File: config.mk
export PLATFORM = sky130hd
export DESIGN_NAME = txc_queue
export DESIGN_NICKNAME = d
export VERILOG_FILES = /design/src/hdl/txc_pkg.sv /design/src/hdl/txc_queue.sv
export SDC_FILE = /design/constraint.sdc
export NUM_CORES = 1
export LEC_CHECK = 0
export ABC_AREA = 0
export BUFFER_PORTS_ARGS = -buffer_cell sky130_fd_sc_hd__buf_2
export CORE_MARGIN = 2
export CORE_UTILIZATION = 52
export CTS_BUF_LIST = sky130_fd_sc_hd__clkbuf_2 sky130_fd_sc_hd__clkbuf_4 sky130_fd_sc_hd__clkbuf_8
export DETAILED_ROUTE_END_ITERATION = 6
export PLACE_DENSITY = 0.78
export SYNTH_ARGS = -nofsm -noshare
export SYNTH_HDL_FRONTEND = slang
export SYNTH_SLANG_ARGS = --single-unit
File: constraint.sdc
create_clock -name clk -period 1.68 [get_ports clk]
set_clock_uncertainty 0.1 [all_clocks]
set_input_delay 0.336 -clock clk [delete_from_list [all_inputs] [get_ports clk]]
set_output_delay 0.336 -clock clk [all_outputs]
set_load 0.01 [all_outputs]
File: src/hdl/txc_pkg.sv
// Shared types and constants for the text console writer.
package txc_pkg;

  localparam int COLUMNS_DEFAULT = 80;
  localparam int ROWS_DEFAULT = 25;
  localparam int TAB_STOP_DEFAULT = 8;
  localparam int QUEUE_DEPTH_DEFAULT = 2;

  localparam int MODE_W = 2;
  localparam int CHAR_W = 8;
  localparam int CELL_W = 11;
  localparam int POS_W = 11;
  localparam int DATA_W = 16;
  localparam int CFG_INDEX_W = 1;
  localparam int CFG_DATA_W = 8;

  localparam logic [MODE_W-1:0] MODE_PUT = 2'd0;
  localparam logic [MODE_W-1:0] MODE_CLEAR = 2'd1;
  localparam logic [MODE_W-1:0] MODE_READ = 2'd2;

  localparam logic [CHAR_W-1:0] CHAR_BACKSPACE = 8'h08;
  localparam logic [CHAR_W-1:0] CHAR_TAB = 8'h09;
  localparam logic [CHAR_W-1:0] CHAR_NEWLINE = 8'h0A;
  localparam logic [CHAR_W-1:0] CHAR_SPACE = 8'h20;
  localparam logic [CHAR_W-1:0] CHAR_LAST_PRINTABLE = 8'h7F;

  localparam logic [CFG_INDEX_W-1:0] REG_CHAR_ATTRIBUTE = 1'd0;
  localparam logic [CFG_INDEX_W-1:0] REG_BLANK_ATTRIBUTE = 1'd1;

  localparam logic [CFG_DATA_W-1:0] CHAR_ATTRIBUTE_RESET = 8'd1;
  localparam logic [CFG_DATA_W-1:0] BLANK_ATTRIBUTE_RESET = 8'd15;

  typedef enum logic [2:0] {
    OP_PRINT,
    OP_BACKSPACE,
    OP_TAB,
    OP_NEWLINE,
    OP_IGNORE,
    OP_CLEAR,
    OP_READ,
    OP_NOP
  } op_t;

  typedef struct packed {
    op_t op;
    logic [CHAR_W-1:0] char_code;
    logic [CELL_W-1:0] cell_index;
  } cmd_t;

  typedef struct packed {
    logic [POS_W-1:0] cursor_pos;
    logic [DATA_W-1:0] read_data;
  } result_t;

  typedef struct packed {
    logic empty;
    cmd_t cmd;
  } cmd_side_t;

endpackage

File: src/hdl/txc_queue.sv
// Small first-in first-out queue of fixed-width beats.
module txc_queue #(
  parameter int WIDTH = 8,
  parameter int DEPTH = txc_pkg::QUEUE_DEPTH_DEFAULT
) (
  input  logic             clk,
  input  logic             rst,
  input  logic             push,
  input  logic [WIDTH-1:0] din,
  output logic             full,
  input  logic             pop,
  output logic [WIDTH-1:0] dout,
  output logic             empty
);

  localparam int PtrW = (DEPTH > 1) ? $clog2(DEPTH) : 1;
  localparam int CntW = $clog2(DEPTH + 1);

  logic [WIDTH-1:0] slots [DEPTH];
  logic [PtrW-1:0]  wr_ptr;
  logic [PtrW-1:0]  rd_ptr;
  logic [CntW-1:0]  count;
  logic             do_push;
  logic             do_pop;

  assign full = (count == CntW'(DEPTH));
  assign empty = (count == '0);
  assign do_push = push && !full;
  assign do_pop = pop && !empty;
  assign dout = slots[rd_ptr];

  always_ff @(posedge clk) begin
    if (do_push) begin
      slots[wr_ptr] <= din;
    end
  end

  always_ff @(posedge clk) begin
    if (rst) begin
      wr_ptr <= '0;
      rd_ptr <= '0;
      count <= '0;
    end else begin
      if (do_push) begin
        wr_ptr <= (wr_ptr == PtrW'(DEPTH - 1)) ? '0 : wr_ptr + 1'b1;
      end
      if (do_pop) begin
        rd_ptr <= (rd_ptr == PtrW'(DEPTH - 1)) ? '0 : rd_ptr + 1'b1;
      end
      if (do_push && !do_pop) begin
        count <= count + 1'b1;
      end else if (do_pop && !do_push) begin
        count <= count - 1'b1;
      end
    end
  end

endmodule

Word level (Yosys, flattened, before mapping). Memory sizes are Yosys's and may differ from the RTL's. A register that Yosys moved wholly into a read port is not among the register bits. Index checks and enable logic that the tools add are counted. Widths: inputs -> output; s select.

Word-level logic and storage cells: 27. Memories: 1. Input bits: 12. Bits in writable memories: 16. Bits in registers: 4.

Memories: slots (words 2, width 8, rd ports 1, clocked after memory_dff 1, wr ports 1, line txc_queue.sv:19) `logic [WIDTH-1:0] slots [DEPTH];`.

Add/sub/neg operators: 4. Mux-type cells: 8. Reductions and logical operators: 10. Eq/ne operators: 1.

Operators by type and width (number): $mux 1 (6); $logic_and 1x1->1 (4); $logic_not 1->1 (4); $mux 2 (2); $add 1x1->1 const B (2); $add 2x1->2 const B (1); $eq 2x2->1 const B (1); $logic_not 2->1 (1); $reduce_bool 2->1 (1); $sub 2x1->2 const B (1).

Logic depth before layout (Yosys ltp).
Word-level depth: 7. Gate-level depth with buffers: 6. Mapped depth without buffers: 6.

Worst setup path before layout. No wires, ideal clock.

Path type: reg-to-reg. From: reg count[1]. To: reg count[1]. Buffers on the path: 0. Library setup time: 0.070 ns. Path slack: 0.088 ns. Arrival: 1.422 ns. Period minus slack after synthesis: 1.592 ns. Cell stages (with the launch flop): 6. Data required time: 1.510 ns. Cells stage by stage: dfxtp_1 > nor2b_2 > nor2_1 > ha_1 > or3_1 > a21oi_1.

Longest elaborated chain between the ends: 6. Elaborated cells between the ends (all ways): 15. Those cells by class: 2 x add/sub; 1 x eq/ne; 2 x mux; 10 x reduce/logical.

RTL lines: from (decl) (line txc_queue.sv:22) `logic [CntW-1:0] count;`; from (signal assigned) (line txc_queue.sv:51) `count <= count + 1'b1;`; from (signal assigned) (line txc_queue.sv:53) `count <= count - 1'b1;`; $eq 2x2->1 (*) (line txc_queue.sv:26) `assign full = (count == CntW'(DEPTH));`; via full (line txc_queue.sv:10) `output logic full,`; $logic_not 1->1 (*) (line txc_queue.sv:28) `assign do_push = push && !full;`; $logic_and 1x1->1 (*) (line txc_queue.sv:28); $logic_not 1->1 (line txc_queue.sv:52) `end else if (do_pop && !do_push) begin`; $logic_and 1x1->1 (line txc_queue.sv:52); $reduce_bool 2->1 (no source line).

The timed path passes the listed nets; every way through them passes the cells marked *. The select of a mux whose other input is x is not followed. A chain may end at the register's enable or synchronous reset.

==> results.rst <==
.. list-table::
   :header-rows: 1

   * - Metric
     - Value
   * - Run status
     - finished clean
   * - Area share of fa/ha/maj cells after synthesis
     - 1.58%
   * - Fraction of layout cells with a size suffix above 1
     - 50.7%
   * - Worst Hold Path EP
     - slots[0][4]
   * - Required time worst endpoint
     - 1.24 ns
   * - Unique masters post-synth
     - 13
   * - Worst hold stages
     - 1
   * - Post-CTS setup-driven buffer insertion count
     - 0
   * - Global-route wire length before repair
     - 2.09 mm
   * - Root buf cell
     - sky130_fd_sc_hd__clkbuf_4
   * - Worst Setup Path Type
     - reg -> out
   * - Total power consumption of the routed design
     - 1.42 mW
   * - RR Startpoint
     - count[1]
   * - Maximum clock path buffer count
     - 2
   * - Sink Count
     - 21
   * - Average wire per cell in the routed design
     - 13.4 um
   * - Via density per instance
     - 5.03
   * - Final GP Congestion
     - 0.755
   * - Number of setup violations in the final report
     - 0
   * - Compound-cell area share of the yosys netlist
     - 3.15%
   * - Global-route total usage across every layer
     - 16.3%
   * - Kind of start point of the critical path
     - flip-flop
   * - Max-cap check violation count
     - 0
   * - Die area
     - 1850 um2
   * - Initial Util
     - 53.9%
   * - Critical path arrival
     - 1.20 ns
   * - Number of routed nets with antenna violations
     - 0
   * - Multi-input gate area in the final layout
     - 205 um2
   * - Synth Area in Simple Gates
     - 5.84%
   * - Height of the die
     - 43.1 um
   * - Leading cell types in the layout, fill and taps excluded
     - sky130_fd_sc_hd__buf_2 (21), sky130_fd_sc_hd__edfxtp_1 (16), sky130_fd_sc_hd__mux2_2 (8)
   * - Setup repair after global routing missed its margin
     - yes
   * - Count of warnings emitted by yosys
     - 0
   * - Largest net degree at the start of global routing
     - 12
   * - Horiz. Die Dim
     - 43.1 um
   * - Number of global-route vias before repair
     - 458
   * - Seq/Total Area, Yosys
     - 73.2%
   * - Post-Syn Area
     - 793 um2
   * - Dominant combinational cell family by area after synthesis
     - multiplexers
   * - Hold Fails Final Rpt
     - 0
   * - Transition at the pin with the smallest max-transition slack
     - 0.373 ns
   * - Parity-gate share of the synthesized area counting xor and xnor cells
     - 3.31%
   * - Cell Count Post-Placement
     - 87
   * - Maximum level of the CTS H-tree
     - 1
   * - Mean cell area of the mapped netlist
     - 15.9 um2
   * - Cell area after placement
     - 921 um2
   * - Leakage component of the power
     - 0.389 nW
   * - Half-perimeter wire length after placement
     - 854 um
   * - Final Util
     - 65.4%
   * - Final critical path time including I/O delays and setup
     - 1.64 ns
   * - Total area of sequential cells
     - 587 um2
   * - Largest voltage drop on the vdd net
     - 1.06 mV
   * - Register bit count reported by yosys
     - 21
   * - Kind of path behind the tightest hold check
     - in -> reg
   * - Slew Limit Fails
     - 0
   * - TritonCTS buffer count
     - 3
   * - Max incr delay on CP
     - 0.42 ns
   * - Worst Reg-to-Reg Cells
     - 5
   * - Multiplexer share of the synthesized area
     - 11.4%
   * - Cell area after layout
     - 962 um2
   * - Syn Nets
     - 63
   * - Worst Hold Launch
     - din[4]
   * - Wire length after detailed routing
     - 1.22 mm
   * - Rel. slew slack
     - 75.1%
   * - Port-buffer cells
     - 21
   * - Power per Cell Area
     - 1480 nW/um2
   * - Number of antenna violations at the first check in global routing
     - 0
   * - Relative area change from synthesis to final layout
     - 21.3%
   * - 1st-pass router iterations
     - 4
   * - Via count
     - 458
   * - Antenna cells
     - 0
   * - Slack of the worst reg-to-reg path
     - 0.09 ns
   * - CP Max Fanout
     - 8
   * - Clock tree from TritonCTS
     - built
   * - Cell count after synthesis
     - 50
   * - Number of design rule violations left after detail routing
     - 0
   * - Worst R2R End
     - count[1]
   * - Clock network latency to the later pin of the worst-skew pair
     - 0.29 ns
   * - Crit path setup slack, layout
     - 0.0406 ns
   * - Fillcell total
     - 122
   * - Sequence of cells on the critical path
     - mux2_2, buf_2
   * - Number of nets in the layout
     - 89
   * - Placement-stage worst setup slack
     - 0.0651 ns
   * - Slowest cell on the critical path
     - sky130_fd_sc_hd__dfxtp_4
   * - Final std cells w/o fill
     - 91
   * - Top-level port count
     - 22
   * - Final worst path period share
     - 97.6%
   * - Clk pin slew, worst setup/hold paths
     - 0.11 ns
   * - Fmax
     - 610 MHz
   * - Endpoint class of the critical path
     - output pin
   * - Iteration-0 DRC Markers
     - 7
   * - Floorplan row count
     - 14
   * - Standard cell core area
     - 1470 um2
   * - Total gr overflow
     - 0
   * - Most common cell after layout, fill and taps aside
     - sky130_fd_sc_hd__buf_2
-- stage by stage --
step	hold WS, ns	setup TNS [ns]
after floorplan	0.305	0
after global placement	0.374	0
after detailed placement	0.379	0
after CTS	0.117	0
after global routing	0.101	-0.0591
final	0.120	0
-- critical path: cells and delay by family, from the launching register on --
kind	cells	cell delay, ns
DFF	1	0.42
buffers and inverters	1	0.14
muxes	1	0.35
-- power by group --
part / internal, mW / leakage, nW / switching [mW]
combinational: 0.222 / 0.178 / 0.204
clock: 0.109 / 0.0184 / 0.140
sequential: 0.673 / 0.192 / 0.0742
-- registers in the layout, indices dropped and copies added (netlist names), named ones only --
register and flops:
slots 16, rd_ptr 1, wr_ptr 1, count 2
-- worst max path at each step --
| stage | slack [ns] | to | cells past startpoint | start |
|---|---|---|---|---|
| 2_1_floorplan | 0.09 | count[1] | 5 | count[1] |
| 3_3_place_gp | 0.13 | count[1] | 5 | count[1] |
| 3_5_place_dp | 0.07 | count[1] | 5 | count[1] |
| 4_1_cts | 0.03 | dout[0] | 2 | flip-flop |
| 5_1_grt | -0.02 | dout[0] | 2 | flip-flop |
| 6_report | 0.04 | dout[0] | 2 | flip-flop |
-- routing by layer --
layer  track usage (%)  vias up  wire length (um)
met5                 0        -                 0
met4              9.09        0                28
met3              4.68        4                66
met2              29.4       15               618
met1              16.6      208               505
li1                  -      231                 -
-- repair_timing --
action,in CTS,in global routing
endpoints found under the hold margin,0,0
setup endpoints to repair,8,7
hold buffers,0,0
resized for setup,2,4
-- logic make-up after synthesis --
| group | after synthesis |
|---|---|
| adder cells (fa/ha/maj) | 1 |
| XOR/XNOR | 3 |
| flip-flops | 21 |
| AO/OA/AOI/OAI | 5 |
| multiplexers | 8 |
| buffers and inverters | 3 |
| AND/OR/NAND/NOR | 9 |
-- cell usage after synthesis --
| cell type | n | share of area (%) |
|---|---|---|
| sky130_fd_sc_hd__dfxtp_1 | 5 | 13 |
| sky130_fd_sc_hd__a21oi_1 | 2 | 1.3 |
| sky130_fd_sc_hd__edfxtp_1 | 16 | 61 |
| sky130_fd_sc_hd__and2_1 | 1 | 0.79 |
| sky130_fd_sc_hd__mux2_2 | 8 | 11 |
| sky130_fd_sc_hd__nor2_1 | 5 | 2.4 |
| sky130_fd_sc_hd__ha_1 | 1 | 1.6 |
| sky130_fd_sc_hd__nor2b_2 | 1 | 1.1 |
| sky130_fd_sc_hd__buf_2 | 1 | 0.63 |
| sky130_fd_sc_hd__o21ai_0 | 3 | 1.9 |
| sky130_fd_sc_hd__inv_1 | 2 | 0.95 |
| sky130_fd_sc_hd__or3_1 | 2 | 1.6 |
| sky130_fd_sc_hd__xor2_1 | 3 | 3.3 |
-- layout make-up --
class / instances / area share, %
inverters: 2 / 0.780
well taps: 16 / 2.08
repair buffers: 22 / 11.7
multi-input cells: 26 / 21.3
flip-flops and latches: 21 / 61.0
clock buffers: 4 / 3.12
Note: power is estimated with default switching activity, not from simulation.
