$ cat src/hdl/txc_pkg.sv
// Shared types and constants for the text console writer.
package txc_pkg;

  localparam int COLUMNS_DEFAULT = 80;
  localparam int ROWS_DEFAULT = 25;
  localparam int TAB_STOP_DEFAULT = 8;
  localparam int QUEUE_DEPTH_DEFAULT = 2;

  localparam int MODE_W = 2;
  localparam int CHAR_W = 8;
  localparam int CELL_W = 11;
  localparam int POS_W = 11;
  localparam int DATA_W = 16;
  localparam int CFG_INDEX_W = 1;
  localparam int CFG_DATA_W = 8;

  localparam logic [MODE_W-1:0] MODE_PUT = 2'd0;
  localparam logic [MODE_W-1:0] MODE_CLEAR = 2'd1;
  localparam logic [MODE_W-1:0] MODE_READ = 2'd2;

  localparam logic [CHAR_W-1:0] CHAR_BACKSPACE = 8'h08;
  localparam logic [CHAR_W-1:0] CHAR_TAB = 8'h09;
  localparam logic [CHAR_W-1:0] CHAR_NEWLINE = 8'h0A;
  localparam logic [CHAR_W-1:0] CHAR_SPACE = 8'h20;
  localparam logic [CHAR_W-1:0] CHAR_LAST_PRINTABLE = 8'h7F;

  localparam logic [CFG_INDEX_W-1:0] REG_CHAR_ATTRIBUTE = 1'd0;
  localparam logic [CFG_INDEX_W-1:0] REG_BLANK_ATTRIBUTE = 1'd1;

  localparam logic [CFG_DATA_W-1:0] CHAR_ATTRIBUTE_RESET = 8'd1;
  localparam logic [CFG_DATA_W-1:0] BLANK_ATTRIBUTE_RESET = 8'd15;

  typedef enum logic [2:0] {
    OP_PRINT,
    OP_BACKSPACE,
    OP_TAB,
    OP_NEWLINE,
    OP_IGNORE,
    OP_CLEAR,
    OP_READ,
    OP_NOP
  } op_t;

  typedef struct packed {
    op_t op;
    logic [CHAR_W-1:0] char_code;
    logic [CELL_W-1:0] cell_index;
  } cmd_t;

  typedef struct packed {
    logic [POS_W-1:0] cursor_pos;
    logic [DATA_W-1:0] read_data;
  } result_t;

  typedef struct packed {
    logic empty;
    cmd_t cmd;
  } cmd_side_t;

endpackage

$ cat src/hdl/txc_queue.sv
// Small first-in first-out queue of fixed-width beats.
module txc_queue #(
  parameter int WIDTH = 8,
  parameter int DEPTH = txc_pkg::QUEUE_DEPTH_DEFAULT
) (
  input  logic             clk,
  input  logic             rst,
  input  logic             push,
  input  logic [WIDTH-1:0] din,
  output logic             full,
  input  logic             pop,
  output logic [WIDTH-1:0] dout,
  output logic             empty
);

  localparam int PtrW = (DEPTH > 1) ? $clog2(DEPTH) : 1;
  localparam int CntW = $clog2(DEPTH + 1);

  logic [WIDTH-1:0] slots [DEPTH];
  logic [PtrW-1:0]  wr_ptr;
  logic [PtrW-1:0]  rd_ptr;
  logic [CntW-1:0]  count;
  logic             do_push;
  logic             do_pop;

  assign full = (count == CntW'(DEPTH));
  assign empty = (count == '0);
  assign do_push = push && !full;
  assign do_pop = pop && !empty;
  assign dout = slots[rd_ptr];

  always_ff @(posedge clk) begin
    if (do_push) begin
      slots[wr_ptr] <= din;
    end
  end

  always_ff @(posedge clk) begin
    if (rst) begin
      wr_ptr <= '0;
      rd_ptr <= '0;
      count <= '0;
    end else begin
      if (do_push) begin
        wr_ptr <= (wr_ptr == PtrW'(DEPTH - 1)) ? '0 : wr_ptr + 1'b1;
      end
      if (do_pop) begin
        rd_ptr <= (rd_ptr == PtrW'(DEPTH - 1)) ? '0 : rd_ptr + 1'b1;
      end
      if (do_push && !do_pop) begin
        count <= count + 1'b1;
      end else if (do_pop && !do_push) begin
        count <= count - 1'b1;
      end
    end
  end

endmodule

$ cat src/hdl/txc_front.sv
// Input side: accepts beats, classifies them into commands and queues them.
module txc_front #(
  parameter int COLUMNS = txc_pkg::COLUMNS_DEFAULT,
  parameter int ROWS = txc_pkg::ROWS_DEFAULT,
  parameter int QUEUE_DEPTH = txc_pkg::QUEUE_DEPTH_DEFAULT
) (
  input  logic                         clk,
  input  logic                         rst,
  input  logic                         push,
  output logic                         full,
  input  logic [txc_pkg::MODE_W-1:0]   mode,
  input  logic [txc_pkg::CHAR_W-1:0]   char_code,
  input  logic [txc_pkg::CELL_W-1:0]   cell_index,
  input  logic                         hold,
  input  logic                         cmd_pop,
  output txc_pkg::cmd_side_t           cmd_side
);

  localparam int CellCount = ROWS * COLUMNS;
  localparam int CmdW = $bits(txc_pkg::cmd_t);

  txc_pkg::cmd_t    cmd_in;
  logic             q_full;
  logic             q_empty;
  logic [CmdW-1:0]  q_dout;

  always_comb begin
    cmd_in.char_code = char_code;
    cmd_in.cell_index = cell_index;
    case (mode)
      txc_pkg::MODE_PUT: begin
        if (char_code == txc_pkg::CHAR_BACKSPACE) begin
          cmd_in.op = txc_pkg::OP_BACKSPACE;
        end else if (char_code == txc_pkg::CHAR_TAB) begin
          cmd_in.op = txc_pkg::OP_TAB;
        end else if (char_code == txc_pkg::CHAR_NEWLINE) begin
          cmd_in.op = txc_pkg::OP_NEWLINE;
        end else if (char_code inside {[txc_pkg::CHAR_SPACE:txc_pkg::CHAR_LAST_PRINTABLE]}) begin
          cmd_in.op = txc_pkg::OP_PRINT;
        end else begin
          cmd_in.op = txc_pkg::OP_IGNORE;
        end
      end
      txc_pkg::MODE_CLEAR: cmd_in.op = txc_pkg::OP_CLEAR;
      txc_pkg::MODE_READ: begin
        cmd_in.op = (32'(cell_index) < CellCount) ? txc_pkg::OP_READ : txc_pkg::OP_NOP;
      end
      default: cmd_in.op = txc_pkg::OP_NOP;
    endcase
  end

  assign full = q_full || hold;

  txc_queue #(
    .WIDTH(CmdW),
    .DEPTH(QUEUE_DEPTH)
  ) u_cmd_queue (
    .clk(clk),
    .rst(rst),
    .push(push && !full),
    .din(cmd_in),
    .full(q_full),
    .pop(cmd_pop),
    .dout(q_dout),
    .empty(q_empty)
  );

  assign cmd_side = {q_empty, q_dout};

endmodule

$ cat config.mk
export PLATFORM = sky130hd
export DESIGN_NAME = txc_front
export DESIGN_NICKNAME = d
export VERILOG_FILES = /design/src/hdl/txc_pkg.sv /design/src/hdl/txc_queue.sv /design/src/hdl/txc_front.sv
export SDC_FILE = /design/constraint.sdc
export NUM_CORES = 1
export LEC_CHECK = 0
export ABC_AREA = 0
export BUFFER_PORTS_ARGS = -buffer_cell sky130_fd_sc_hd__buf_2
export CELL_PAD_IN_SITES_DETAIL_PLACEMENT = 1
export CELL_PAD_IN_SITES_GLOBAL_PLACEMENT = 1
export CORE_MARGIN = 10
export CORE_UTILIZATION = 43
export CTS_CLUSTER_DIAMETER = 120
export DETAILED_ROUTE_END_ITERATION = 7
export GPL_TIMING_DRIVEN = 0
export PLACE_DENSITY_LB_ADDON = 0.1
export SLEW_MARGIN = 20
export SYNTH_ARGS = -nofsm -noshare
export SYNTH_HDL_FRONTEND = slang
export SYNTH_SLANG_ARGS = --single-unit
$ cat constraint.sdc
create_clock -name clk -period 3.2 [get_ports clk]
set_clock_uncertainty 0.2 [all_clocks]
set_input_delay 0.64 -clock clk [delete_from_list [all_inputs] [get_ports clk]]
set_output_delay 0.64 -clock clk [all_outputs]
set_load 0.05 [all_outputs]
# Word-level counts from Yosys, hierarchy flattened

Memory sizes are Yosys's and may differ from the RTL's. A register that Yosys moved wholly into a read port is not among the register bits.
Index checks and enable logic that the tools add are counted.

Register bits: 4
Bits in latches: 0
Bits in writable memories: 44
Memory bits (read-only): 0
Bits of input ports: 26
Output and inout port bits: 24
Word-level logic and storage cells: 46
Memories kept: 1

$add $sub $neg: 4
Multiply operators: 0
Divide/modulo/power cells: 0
Magnitude comparators: 3
Eq/ne operators: 6
Shifts and indexed selects: 0
Mux-type cells: 14
Bitwise operators: 0
Reduce and logical (&&, ||, !) cells: 15

Memory list:

| memory            | depth | bits a word | rd ports | clocked after Yosys merged registers in | write ports | RTL line        | RTL |
|---|---|---|---|---|---|---|---|
| u_cmd_queue.slots | 2     | 22          | 1        | 1                                       | 1           | txc_queue.sv:19 | `logic [WIDTH-1:0] slots [DEPTH];` |

Operators by type and width:

| kind                 | count |
|---|---|
| $eq 8x4->1 const B   | 3 |
| $mux 3               | 4 |
| $lt 11x11->1 const B | 1 |
| $pmux 3 s3           | 1 |
| $ge 8x6->1 const B   | 1 |
| $le 8x7->1 const B   | 1 |
| $mux 1               | 7 |
| $logic_and 1x1->1    | 6 |
| $logic_not 1->1      | 5 |
| $eq 2x2->1 const B   | 2 |
| $logic_not 2->1      | 2 |
| $mux 2               | 2 |
| $add 1x1->1 const B  | 2 |
| $add 2x1->2 const B  | 1 |
| $eq 2x1->1 const B   | 1 |
| $reduce_bool 2->1    | 1 |
| $sub 2x1->2 const B  | 1 |
| $logic_or 1x1->1     | 1 |

# Longest topological paths before layout

Depth in word-level cells: 9
Gate-level depth with buffers: 6
Mapped depth without buffers: 6

# By module

Synthesis repeated with hierarchy kept, for this count alone.

Cells, all modules: 117
Area, all modules: 1975.6 sq um

Modules (own cells, without submodules):

| module    | instances | cells an instance | area an instance (sq um) | seq. area each (sq um) |
|---|---|---|---|---|
| txc_queue | 1         | 93                | 1796.7                   | 1421.4 |
| txc_front | 1         | 24                | 178.9                    | 0.0 |

# Worst setup path after synthesis

OpenSTA, ideal clock, no wires.

Kind: input to register
From: in hold
To: mem u_cmd_queue.slots[0][0] (netlist bit), enable pin
Setup time: 0.403 ns
Arrival time: 2.049 ns
Data required time: 2.597 ns
Slack: 0.548 ns
Cell stages on the path: 2
Path buffers: 0
Cells stage by stage: nor3b_1 > nor2b_1

Longest elaborated chain between the ends: 6

RTL lines:

| what                         | RTL line        | RTL |
|---|---|---|
| from (decl)                  | txc_front.sv:14 | `input logic hold,` |
| $logic_or 1x1->1             | txc_front.sv:52 | `assign full = q_full \|\| hold;` |
| $logic_not 1->1              | txc_front.sv:60 | `.push(push && !full),` |
| $logic_and 1x1->1            | txc_front.sv:60 |  |
| $logic_and 1x1->1            | txc_queue.sv:28 | `assign do_push = push && !full;` |
| $mux 1                       | txc_queue.sv:33 | `if (do_push) begin` |
| $mux 1 (implied by the code) | txc_queue.sv:34 | `slots[wr_ptr] <= din;` |
| to (decl)                    | txc_queue.sv:19 |  |

No other way between the ends.

==> reports/qor.csv <==
stage,metric,value,unit
clocking,cts_setup_buffers,0,
clocking,cts.path.max_buffers,2,
timing,slew_violations,0,
yosys,synth_top_area_share,67.18,%
worst_setup_path,crit_type,flip-flop to output port,
floorplan,die_area,7679,µm²
worst_setup_path,worstPathRequired,2.36,ns
clocking,clk_pin_slew_worst_paths,0.09,ns
worst_setup_path,r2r-start,u_cmd_queue.count[0],
drt,vias_per_cell,5.143,
worst_setup_path,arrival,1.82,ns
floorplan,initial_utilization,44.86,%
timing,finalHoldViolCount,0,
power,p_per_area,822.0,nW/µm²
timing,max-slew-margin-rel,57.73,%
timing,finalSetupViolCount,0,
worst_hold_path,hold_depth,1,
floorplan,core-area,4384,µm²
power,p_seq_share,40.5,%
worst_setup_path,r2r_setup_slack,1.00,ns
drt,drtIter0Drc,28,
global_route,grt_pass1_wl,6.410,mm
timing,fmax,0.3753,GHz
yosys,synthCells,114,
layout,fin_util,55.19,%
clocking,worstSkewPairLatency,0.30,ns
global_route,grt_overflow,0,
layout,fin_area,2420,µm²
floorplan,rows,24,
yosys,ys_seq_area_share,72.26,%
placement,hpwl,3.154,mm
worst_setup_path,reg2reg_depth,4,
worst_setup_path,setup.worst_path.end_class,output port,
power,p_total,0.001989,W
worst_setup_path,start_kind,flip-flop,
clocking,cts_buffers,5,
drt,finalWirelength,4.155,mm
global_route,antenna_found_initial,0,
layout,area_delta_synth_final,23.03,%
clocking,cts_sinks,49,
global_route,grt_max_degree,23,
power,pwr-share-clk,22.5,%
power,p_leak,0.9184,nW
drt,wire_per_inst,18.55,µm
power,p_switching,0.0007464,W
placement,place_congestion,0.6847,
worst_setup_path,endpoint,cmd_side[16],
layout,stdcell_count,224,
outcome,status,"finished, final reports clean",
yosys,synth.distinct_cells,23,
power,vdd_drop_max,0.3691,mV
job,cap_viol_max_count,0,
timing,fin_crit,2.664,ns
placement,placed_cell_area,2295,µm²
drt,vias,1152,
worst_hold_path,hp-class,input pin to flip-flop,
placement,placed_cells,216,
timing,rsz0062_at_grt,false,
drt,drc,0,
worst_setup_path,rr_endpoint,u_cmd_queue.slots[0][2],
global_route,first_global_vias,1273,
clocking,cts_max_level,2,
floorplan,ios,50,
worst_setup_path,crit_path_max_fanout,10,
yosys,yosys_register_bits,49,
yosys,synth_nets,145,
clocking,cts_tree,yes,
timing,worstMarginPinSlew,0.6341,ns
drt,first_pass_iters,3,
yosys,syn_avg_cell_area,17.25,µm²
power,swShare,37.52,%
yosys,syn_area,1967,µm²
floorplan,die_w,87.63,µm
yosys,ys_warn_count,0,
floorplan,die_h,87.63,µm
power,intPower,0.001243,W
layout,drive_above_1_share,50.58,%
power,pwr-share-comb,37.0,%
layout,antenna_cells,0,
yosys,yosysTopAreaCell,edfxtp_1,
layout,fin_nets,202,
placement,port_buffers,49,
clocking,cts_hold_buf,0,
clocking,ctsResizeCount,0,
global_route,grt_usage,10.94,%
worst_setup_path,max_stage_delay,0.51,ns
worst_setup_path,cp_cell_sequence,buf_1 > mux2_2 > buf_2,
drt,antenna_left,0,
timing,period_share,83.26,%
clocking,cts-root-buf,clkbuf_8,
yosys,yosys-top-cells-area,"edfxtp_1, mux2_2, dfxtp_1",
worst_setup_path,crit_path_top_delay_cell,buf_1,
[layout by cell type, fill, tap and decap left out, drive strengths merged, types with 2 or more instances in the layout]
cell     n
dfxtp    5
nor2     9
mux2    23
or4b     2
inv      2
buf     53
o21ai    5
edfxtp  44
a21oi    2
ha       5
xor2     3
clkbuf   7
nor2b    3
[how the worst min path moves through the flow]
| stage | start | endpoint | slack [ns] |
|---|---|---|---|
| 2_1_floorplan | u_cmd_queue.count[1] | u_cmd_queue.count[1] | 0.27 |
| 3_3_place_gp | u_cmd_queue.rd_ptr | u_cmd_queue.rd_ptr | 0.29 |
| 3_5_place_dp | u_cmd_queue.rd_ptr | flip-flop | 0.31 |
| 4_1_cts | cell_index[1] | u_cmd_queue.slots[0][1] | 0.32 |
| 5_1_grt | char_code[3] | u_cmd_queue.slots[0][14] | 0.32 |
| 6_report | cell_index[1] | u_cmd_queue.slots[0][1] | 0.33 |
[metal layers]
layer  routed length (µm)  share of wire, %  global-route usage, %  vias up
met5                    0                 0                      0        -
met4                   46               1.1                  3.043        0
met3                  298               7.2                  4.921        5
met2                 2129                51                  18.78       33
met1                 1680                40                  11.93      569
li1                     -                 -                      -      545
[final cells by class]
| class | instances | area, µm² |
|---|---|---|
| clock inverter | 1 | 5.005 |
| sequential | 49 | 1421 |
| tap | 52 | 65.06 |
| clock buffer | 7 | 118.9 |
| buffer | 3 | 15.01 |
| timing repair buffer | 50 | 260.3 |
| multi-input combinational | 60 | 526.8 |
| fill | 437 | 1964 |
| inverter | 2 | 7.507 |
[state kept, by name, indices dropped and copies added, names as in the netlist, named ones only]
name,count
u_cmd_queue.count,2
u_cmd_queue.rd_ptr,1
u_cmd_queue.slots,44
u_cmd_queue.wr_ptr,1
[power groups by stage]
stage          sequential (W)  combinational [W]  clock, W
3_5_place_dp         0.000821           0.000750         0
2_1_floorplan        0.000811           0.000580         0
6_report             0.000806           0.000735  0.000448
4_1_cts              0.000807           0.000751  0.000459
3_3_place_gp         0.000816           0.000730         0
5_1_grt              0.000813           0.000789  0.000488
[worst max-delay path: cells and delay by family (launching register included)]
family	cells	cell delay (ns)
buffers and inverters	2	0.72
muxes	1	0.41
DFF	1	0.39
[Yosys cell counts, drive strengths merged]
master,count
nand4,1
o21ai,5
xnor2,1
ha,5
or4b,2
xor2,3
nor2,9
o221ai,1
nor3b,1
and2,1
edfxtp,44
or2,1
buf,3
a21oi,2
o211ai,1
or3,1
dfxtp,5
mux2,23
nor2b,3
inv,2
[per-stage QoR]
| stage | setup TNS (ns) | hold slack, ns | setup WS (ns) |
|---|---|---|---|
| 6_report | 0 | 0.3283 | 0.5356 |
| 5_1_grt | 0 | 0.3162 | 0.3928 |
| 4_1_cts | 0 | 0.3188 | 0.4761 |
| 3_5_place_dp | 0 | 0.3107 | 0.4944 |
| 3_3_place_gp | -3.292 | 0.2875 | -0.1502 |
| 2_1_floorplan | 0 | 0.2702 | 0.5478 |
[kinds of logic after synthesis]
logic type / synth area share (%)
simple gates: 5.535
buf+inv: 1.145
fa+ha+maj: 3.181
xor+xnor: 1.781
flops: 72.26
compound gates: 2.926
mux: 13.17
(Power assumes the default switching activity.)
